`config.mk`:
```
export PLATFORM = sky130hd
export DESIGN_NAME = sequential_list_engine_top
export DESIGN_NICKNAME = d
export VERILOG_FILES = /design/src/rtl/sle_pkg.sv /design/src/rtl/sle_ram.sv /design/src/rtl/sequential_list_engine_top.sv
export SDC_FILE = /design/constraint.sdc
export NUM_CORES = 2
export LEC_CHECK = 0
export BUFFER_PORTS_ARGS = -buffer_cell sky130_fd_sc_hd__buf_2
export CORE_MARGIN = 2
export CORE_UTILIZATION = 25
export DETAILED_ROUTE_END_ITERATION = 8
export PLACE_DENSITY = 0.47
export SLEW_MARGIN = 25
export SYNTH_ARGS = -nofsm -noshare
export SYNTH_HDL_FRONTEND = slang
export SYNTH_HIERARCHICAL = 1
export SYNTH_SLANG_ARGS = --single-unit
```
`constraint.sdc`:
```
create_clock -name clk -period 6.03 [get_ports clk]
set_input_delay 0.9045 -clock clk [delete_from_list [all_inputs] [get_ports clk]]
set_output_delay 0.9045 -clock clk [all_outputs]
set_load 0.005 [all_outputs]
```
`src/rtl/sle_pkg.sv`:
```
// sle_pkg: shared sizes, operation and status codes for the sequential list engine
// no dependencies; imported by sle_ram users and the top level
`default_nettype none
package sle_pkg;
	localparam int CAPACITY   = 128;
	localparam int DATA_WIDTH = 32;
	localparam int ADDR_W     = (CAPACITY > 1) ? $clog2(CAPACITY) : 1;
	localparam int CNT_W      = $clog2(CAPACITY + 1);
	localparam int CMP_W      = ((CNT_W > 8) ? CNT_W : 8) + 1;

	localparam logic [1:0] FUNC_FIND   = 2'd0;
	localparam logic [1:0] FUNC_INSERT = 2'd1;
	localparam logic [1:0] FUNC_DELETE = 2'd2;

	localparam logic [1:0] STAT_OK       = 2'd0;
	localparam logic [1:0] STAT_FULL     = 2'd1;
	localparam logic [1:0] STAT_BADPOS   = 2'd2;
	localparam logic [1:0] STAT_NOTFOUND = 2'd3;

	typedef logic [ADDR_W-1:0]     addr_t;
	typedef logic [CNT_W-1:0]      cnt_t;
	typedef logic [DATA_WIDTH-1:0] word_t;
endpackage
`default_nettype wire

```
`src/rtl/sle_ram.sv`:
```
// sle_ram: generic single-write, single-read ram with registered read data
// no dependencies
`default_nettype none
module sle_ram #(
	parameter int WIDTH = 32,
	parameter int DEPTH = 128
) (
	input  wire logic                     clk,
	input  wire logic                     wr_en,
	input  wire logic [$clog2(DEPTH)-1:0] wr_addr,
	input  wire logic [WIDTH-1:0]         wr_data,
	input  wire logic                     rd_en,
	input  wire logic [$clog2(DEPTH)-1:0] rd_addr,
	output logic      [WIDTH-1:0]         rd_data
);
	logic [WIDTH-1:0] mem [DEPTH];

	always_ff @(posedge clk) begin
		if (wr_en) begin
			mem[wr_addr] <= wr_data;
		end
		if (rd_en) begin
			rd_data <= mem[rd_addr];
		end
	end
endmodule
`default_nettype wire

```
`src/rtl/sequential_list_engine_top.sv`:
```
// sequential_list_engine_top: ordered array list with find, insert and delete
// depends on sle_pkg and sle_ram
//
// usage:
//  - request channel (req_valid/req_ready) carries func, value, position; a
//    transfer happens when both are high. req_ready is high only while the
//    sequencer is idle, so one operation is in flight at a time
//  - response channel (rsp_valid/rsp_ready) carries status, found_position and
//    entry_count, one response per request, held in an output register
//  - all work runs through one ram read port and one write port, one entry a
//    cycle: find compares entries 0..count-1 with the value until a match;
//    insert and delete move each later entry by one slot (read k, write k+-1
//    on the next cycle)
//  - a refused operation, a find on an empty list or a delete of the last
//    entry goes straight to the finish state; an append writes the value
//    first; find scans until a match or the last entry, insert and delete
//    scan the entries they move, so the scan or shift length sets the time
//  - req_ready returns in the same cycle as response valid, when the
//    sequencer leaves the finish state
//  - the next request is taken as soon as the sequencer is back to idle,
//    even while the previous response still waits for the receiver
//  - if the receiver stalls, a finished operation waits in the finish state
//    until the output register is free; nothing is dropped
//  - reset clears the entry count, sequencer state and valid flags; the ram
//    contents are not cleared, and only entries below the count are ever read
`default_nettype none
module sequential_list_engine_top (
	input  wire logic        clk,
	input  wire logic        arst_n,
	input  wire logic        req_valid,
	output logic             req_ready,
	input  wire logic [1:0]  func,
	input  wire logic [31:0] value,
	input  wire logic [7:0]  position,
	output logic             rsp_valid,
	input  wire logic        rsp_ready,
	output logic      [1:0]  status,
	output logic      [7:0]  found_position,
	output logic      [7:0]  entry_count
);
	import sle_pkg::*;

	// sequencer states
	localparam logic [2:0] S_IDLE   = 3'd0;
	localparam logic [2:0] S_SCAN   = 3'd1;
	localparam logic [2:0] S_DRAIN  = 3'd2;
	localparam logic [2:0] S_INS_WR = 3'd3;
	localparam logic [2:0] S_FINISH = 3'd4;

	logic [2:0] state_q;
	logic [1:0] op_q;
	word_t      val_q;
	cnt_t       count_q;
	addr_t      rk_q;        // read pointer of the scan
	addr_t      last_q;      // last index the scan reads
	addr_t      ins_idx_q;   // slot that takes the new value on insert
	logic [1:0] res_status_q;
	logic [7:0] res_fpos_q;

	// read stage: data of the read issued last cycle
	logic  rd_valid_s1;
	addr_t rd_idx_s1;

	logic  rsp_valid_q;
	logic [1:0] status_q;
	logic [7:0] found_position_q;
	logic [7:0] entry_count_q;

	// ram ports
	logic  ram_wr_en;
	addr_t ram_wr_addr;
	word_t ram_wr_data;
	logic  ram_rd_en;
	word_t ram_rd_data;

	// request checks
	logic [CMP_W-1:0] pos_w;
	logic [CMP_W-1:0] cnt_w;
	logic             is_full;
	logic             ins_bad;
	logic             del_bad;
	logic             match;
	logic             in_xfer;
	logic             out_free;

	assign pos_w   = CMP_W'(position);
	assign cnt_w   = CMP_W'(count_q);
	assign is_full = (count_q == CNT_W'(CAPACITY));
	assign ins_bad = (pos_w == '0) || (pos_w > cnt_w + CMP_W'(1));
	assign del_bad = (pos_w == '0) || (pos_w > cnt_w);
	assign match   = (ram_rd_data == val_q);
	assign in_xfer = req_valid && req_ready;
	assign out_free = !rsp_valid_q || rsp_ready;

	assign req_ready = (state_q == S_IDLE);

	// one read per scan cycle, one write per shift or final insert
	always_comb begin
		ram_rd_en   = (state_q == S_SCAN);
		ram_wr_en   = 1'b0;
		ram_wr_addr = ins_idx_q;
		ram_wr_data = val_q;
		if ((state_q == S_SCAN || state_q == S_DRAIN) && rd_valid_s1) begin
			if (op_q == FUNC_INSERT) begin
				ram_wr_en   = 1'b1;
				ram_wr_addr = rd_idx_s1 + addr_t'(1);
				ram_wr_data = ram_rd_data;
			end else if (op_q == FUNC_DELETE) begin
				ram_wr_en   = 1'b1;
				ram_wr_addr = rd_idx_s1 - addr_t'(1);
				ram_wr_data = ram_rd_data;
			end
		end else if (state_q == S_INS_WR) begin
			ram_wr_en = 1'b1;
		end
	end

	sle_ram #(
		.WIDTH(DATA_WIDTH),
		.DEPTH(CAPACITY)
	) u_ram (
		.clk    (clk),
		.wr_en  (ram_wr_en),
		.wr_addr(ram_wr_addr),
		.wr_data(ram_wr_data),
		.rd_en  (ram_rd_en),
		.rd_addr(rk_q),
		.rd_data(ram_rd_data)
	);

	// sequencer
	always_ff @(posedge clk or negedge arst_n) begin
		if (!arst_n) begin
			state_q      <= S_IDLE;
			count_q      <= '0;
			rd_valid_s1  <= 1'b0;
			rsp_valid_q  <= 1'b0;
		end else begin
			rd_valid_s1 <= (state_q == S_SCAN);
			rd_idx_s1   <= rk_q;

			// output register: load from the finish state, clear on transfer
			if (state_q == S_FINISH && out_free) begin
				rsp_valid_q <= 1'b1;
			end else if (rsp_valid_q && rsp_ready) begin
				rsp_valid_q <= 1'b0;
			end

			case (state_q)
				S_IDLE: begin
					if (in_xfer) begin
						op_q       <= func;
						val_q      <= DATA_WIDTH'(value);
						res_fpos_q <= '0;
						ins_idx_q  <= addr_t'(position - 8'd1);
						case (func)
							FUNC_FIND: begin
								rk_q   <= '0;
								last_q <= addr_t'(count_q - CNT_W'(1));
								if (count_q == '0) begin
									res_status_q <= STAT_NOTFOUND;
									state_q      <= S_FINISH;
								end else begin
									res_status_q <= STAT_OK;
									state_q      <= S_SCAN;
								end
							end
							FUNC_INSERT: begin
								rk_q   <= addr_t'(count_q - CNT_W'(1));
								last_q <= addr_t'(position - 8'd1);
								if (is_full) begin
									res_status_q <= STAT_FULL;
									state_q      <= S_FINISH;
								end else if (ins_bad) begin
									res_status_q <= STAT_BADPOS;
									state_q      <= S_FINISH;
								end else if (pos_w == cnt_w + CMP_W'(1)) begin
									// append: nothing to move
									res_status_q <= STAT_OK;
									state_q      <= S_INS_WR;
								end else begin
									res_status_q <= STAT_OK;
									state_q      <= S_SCAN;
								end
							end
							FUNC_DELETE: begin
								rk_q   <= addr_t'(position);
								last_q <= addr_t'(count_q - CNT_W'(1));
								if (del_bad) begin
									res_status_q <= STAT_BADPOS;
									state_q      <= S_FINISH;
								end else if (pos_w == cnt_w) begin
									// last entry: nothing to move
									res_status_q <= STAT_OK;
									count_q      <= count_q - CNT_W'(1);
									state_q      <= S_FINISH;
								end else begin
									res_status_q <= STAT_OK;
									state_q      <= S_SCAN;
								end
							end
							default: begin
								res_status_q <= STAT_BADPOS;
								state_q      <= S_FINISH;
							end
						endcase
					end
				end
				S_SCAN: begin
					if (op_q == FUNC_INSERT) begin
						rk_q <= rk_q - addr_t'(1);
					end else begin
						rk_q <= rk_q + addr_t'(1);
					end
					if (op_q == FUNC_FIND && rd_valid_s1 && match) begin
						res_fpos_q <= 8'(CNT_W'(rd_idx_s1) + CNT_W'(1));
						state_q    <= S_FINISH;
					end else if (rk_q == last_q) begin
						state_q <= S_DRAIN;
					end
				end
				S_DRAIN: begin
					// last read returns here
					case (op_q)
						FUNC_FIND: begin
							if (match) begin
								res_fpos_q <= 8'(CNT_W'(rd_idx_s1) + CNT_W'(1));
							end else begin
								res_status_q <= STAT_NOTFOUND;
							end
							state_q <= S_FINISH;
						end
						FUNC_INSERT: begin
							state_q <= S_INS_WR;
						end
						default: begin
							count_q <= count_q - CNT_W'(1);
							state_q <= S_FINISH;
						end
					endcase
				end
				S_INS_WR: begin
					count_q <= count_q + CNT_W'(1);
					state_q <= S_FINISH;
				end
				S_FINISH: begin
					// wait for the output register to be free
					if (out_free) begin
						status_q         <= res_status_q;
						found_position_q <= res_fpos_q;
						entry_count_q    <= 8'(count_q);
						state_q          <= S_IDLE;
					end
				end
				default: begin
					state_q <= S_IDLE;
				end
			endcase
		end
	end

	assign rsp_valid      = rsp_valid_q;
	assign status         = status_q;
	assign found_position = found_position_q;
	assign entry_count    = entry_count_q;
endmodule
`default_nettype wire
```
==> flow_summary.yaml <==
critical_path:
  reg2reg_to: "u_ram/mem[20][29]"
  rrSetupSlack_ns: 0.75
  timing.rr.start: "state_q[0]"
  start_kind: "register"
  crit_path_max_incr_delay_ns: 0.75
  cp_data_arrival_time_ns: 5.92
  critical_path.endpoint: "u_ram/mem[20][29]"
  critPathLaunch: "state_q[0]"
  crit_slowest_cell: "nor2_4"
  cpMostUsedCell: "buf_4"
  reg2regPathDepth: 12
  required_ns: 6.67
  critical_path_class: "reg2reg"
  worstPathCellList: "xor2_1 -> nand2b_1 -> nor2_2 -> o21a_2 -> buf_4 -> nor2_1 -> a21oi_1 -> buf_4 -> nor2b_1 -> nand2_2 -> nor2_4 -> buf_4"
  critPathCaptureType: "register"
  cp_max_fo: 34
layout:
  layout_commonest_cell: "edfxtp_1"
  fin_nets: 7105
  multi_input_area_um2: 35410
  syn2layout_area_growth_pct: 17.56
  regArea_um2: 127000
  n_fill_cell: 62300
  drive_above_1_share_pct: 34.71
  final_cell_mix: "edfxtp_1 (4218), mux4_2 (1344), clkbuf_16 (438)"
global_route:
  grt_antenna_before_repair: 51
  grt_pass1_vias: 76823
  grt_pass1_wl_um: 623200
  grt_max_degree: 124
  grt_overflow: 0
  grt_use_total_pct: 13.29
power:
  leakagePower_nw: 57.33
  ir_worst_vdd_mv: 0.3057
  p_per_area_nw_per_um2: 411.3
min_path:
  hold-path-cell-count: 1
  worstHoldPathType: "in2reg"
route:
  drc: 0
  via_count: 73924
  firstDrtPassIters: 5
  via_per_inst: 4.604
  drtIter0Drc: 8296
  totalWireLength_um: 448600
  wl_per_cell_um: 27.94
  drtAntennaViolNets: 0
place:
  gp_congestion: 0.8200
  place_ws_ns: 0.8368
  io_buffers: 65
  dp_hpwl_um: 257100
clock_tree:
  post-cts-setup-buffers: 0
  cts_root_buffer: "clkbuf_16"
  path_clk_slew_ns: 0.06
  cts_resized: 0
  cts_hold_buf: 1
  cts_made_buffers: 432
  clk_path_buf_depth: 4
  htreeDepth: 5
  cts_tree: "built"
  clock_sinks: 4231
  clk-insertion-delay-late_ns: 0.98
die:
  rows: 296
  pin_count: 66
  start_util_pct: 25.07
  die_w_um: 810.9
  dieArea_um2: 657600
  die_y_um: 810.9
  core-area_um2: 649200
synthesis:
  synth_fp_nets: 6626
  synth-async-reset-ratio_pct: 0.3073
  synth-seq-cells: 4231
  synth.avg_cell_area_um2: 24.87
  synthFlopType: "edfxtp_1"
  yosysWarnings: 6
  synth_area_um2: 162800
  synth_edf_count: 4218
  synthCells: 6545
  ys_types: 59
  ys_seq_area_share_pct: 78.01
timing:
  hold_viol: 0
  setup_violations: 0
  skew_ns: 0.04094
  timing.fmax_mhz: 189.5
  rsz0062_at_grt: "false"
  timing.final.ws_setup_ns: 0.7530
  slew-limit-headroom_pct: 28.30
  setup_tns_ns: 0
  slew_violations: 0
  fin_crit_sh_pct: 87.51
  fin_crit_ns: 5.277
  worst_pin_slew_ns: 1.076
run:
  cap_viol_max_count: 0
outcome:
  status: "finished, final reports clean"
==> cell families after synthesis <==
| kind of cell | after synthesis | synth area share [%] |
|---|---|---|
| xor+xnor | 75 | 0.4035 |
| fa+ha+maj | 35 | 0.2736 |
| flops | 4231 | 78.01 |
| simple gates | 325 | 0.9224 |
| buf+inv | 371 | 0.9531 |
| mux | 1416 | 19.09 |
| compound gates | 92 | 0.3482 |
==> state kept, by name, summed over array words and instances, names as in the netlist, 3 cells and up <==
register / count
state_q: 3
res_fpos_q: 8
found_position: 8
val_q: 32
u_ram/mem: 4096
rk_q: 7
count_q: 8
entry_count: 8
last_q: 7
u_ram/rd_data: 32
ins_idx_q: 7
rd_idx_s1: 7
==> where the power goes <==
| part | internal (W) | switching (W) | total (W) |
|---|---|---|---|
| combinational | 0.00652 | 0.0103 | 0.0168 |
| clock | 0.0158 | 0.0112 | 0.0271 |
| sequential | 0.0344 | 0.000433 | 0.0348 |
==> area by class of cell <==
cell class              count  area share [%]
diodes                     27         0.03530
flip-flops and latches   4231           66.35
clock inverters           285           1.572
inverters                  34         0.06669
clock buffers             512           5.872
multi-input cells        1943           18.50
repair buffers            382           1.947
well taps                8642           5.650
==> through the flow <==
step                std cells  hold slack [ns]  util (%)  power [W]  cell area [µm²]
finish                  16056           0.1153     29.48    0.07871           191400
global route            16032          0.05984     29.47    0.08128           191300
CTS                     16028          0.01745     29.46    0.07963           191300
detailed placement      15230           0.4310     27.27    0.05250           177000
global placement        15226           0.4272     27.25    0.05220           176900
floorplan                6545           0.4003         -    0.04488           162800
==> synthesized netlist by cell type, types with 5 or more instances <==
library cell | instances | share of area, %
dfrtp_1 | 13 | 0.20
xnor2_1 | 28 | 0.15
mux4_2 | 1344 | 19
ha_1 | 34 | 0.26
nand4_1 | 9 | 0.035
edfxtp_1 | 4218 | 78
inv_1 | 32 | 0.074
a31oi_1 | 6 | 0.023
nor2b_1 | 14 | 0.054
o22ai_1 | 6 | 0.023
buf_6 | 5 | 0.035
buf_1 | 51 | 0.12
nor3_1 | 19 | 0.058
buf_2 | 85 | 0.26
nor4_1 | 6 | 0.023
nand3_1 | 27 | 0.083
mux2_2 | 64 | 0.44
a21oi_1 | 25 | 0.077
clkbuf_1 | 192 | 0.44
o21ai_0 | 25 | 0.077
nor4_2 | 5 | 0.038
xor2_1 | 47 | 0.25
nand2_1 | 49 | 0.11
mux2_1 | 5 | 0.035
and3_1 | 7 | 0.027
nand2b_1 | 5 | 0.019
nor2_1 | 164 | 0.38
==> worst min-delay path by stage <==
stage	start	end	slack, ns
6_report	value[8]	val_q[8]	0.12
5_1_grt	value[27]	val_q[27]	0.06
4_1_cts	value[31]	val_q[31]	0.02
3_5_place_dp	res_fpos_q[7]	found_position[7]	0.43
3_3_place_gp	res_fpos_q[3]	found_position[3]	0.43
2_1_floorplan	res_fpos_q[0]	found_position[0]	0.40
==> critical path, delay by kind of cell, from the launching register on <==
family	cells	cell delay [ns]
compound gates	2	0.53
xor+xnor	1	0.19
flops	1	0.54
buf+inv	3	1.15
simple gates	6	2.45
==> routing by layer <==
metal / share of wire [%] / global-route usage (%) / up-vias
li1: - / - / 29460
met1: 44 / 18.70 / 41522
met2: 48 / 21.63 / 2409
met3: 6.3 / 2.128 / 527
met4: 2.4 / 3.074 / 6
met5: 0.0085 / 0 / -
No activity file was read; power rests on OpenSTA's default activity.
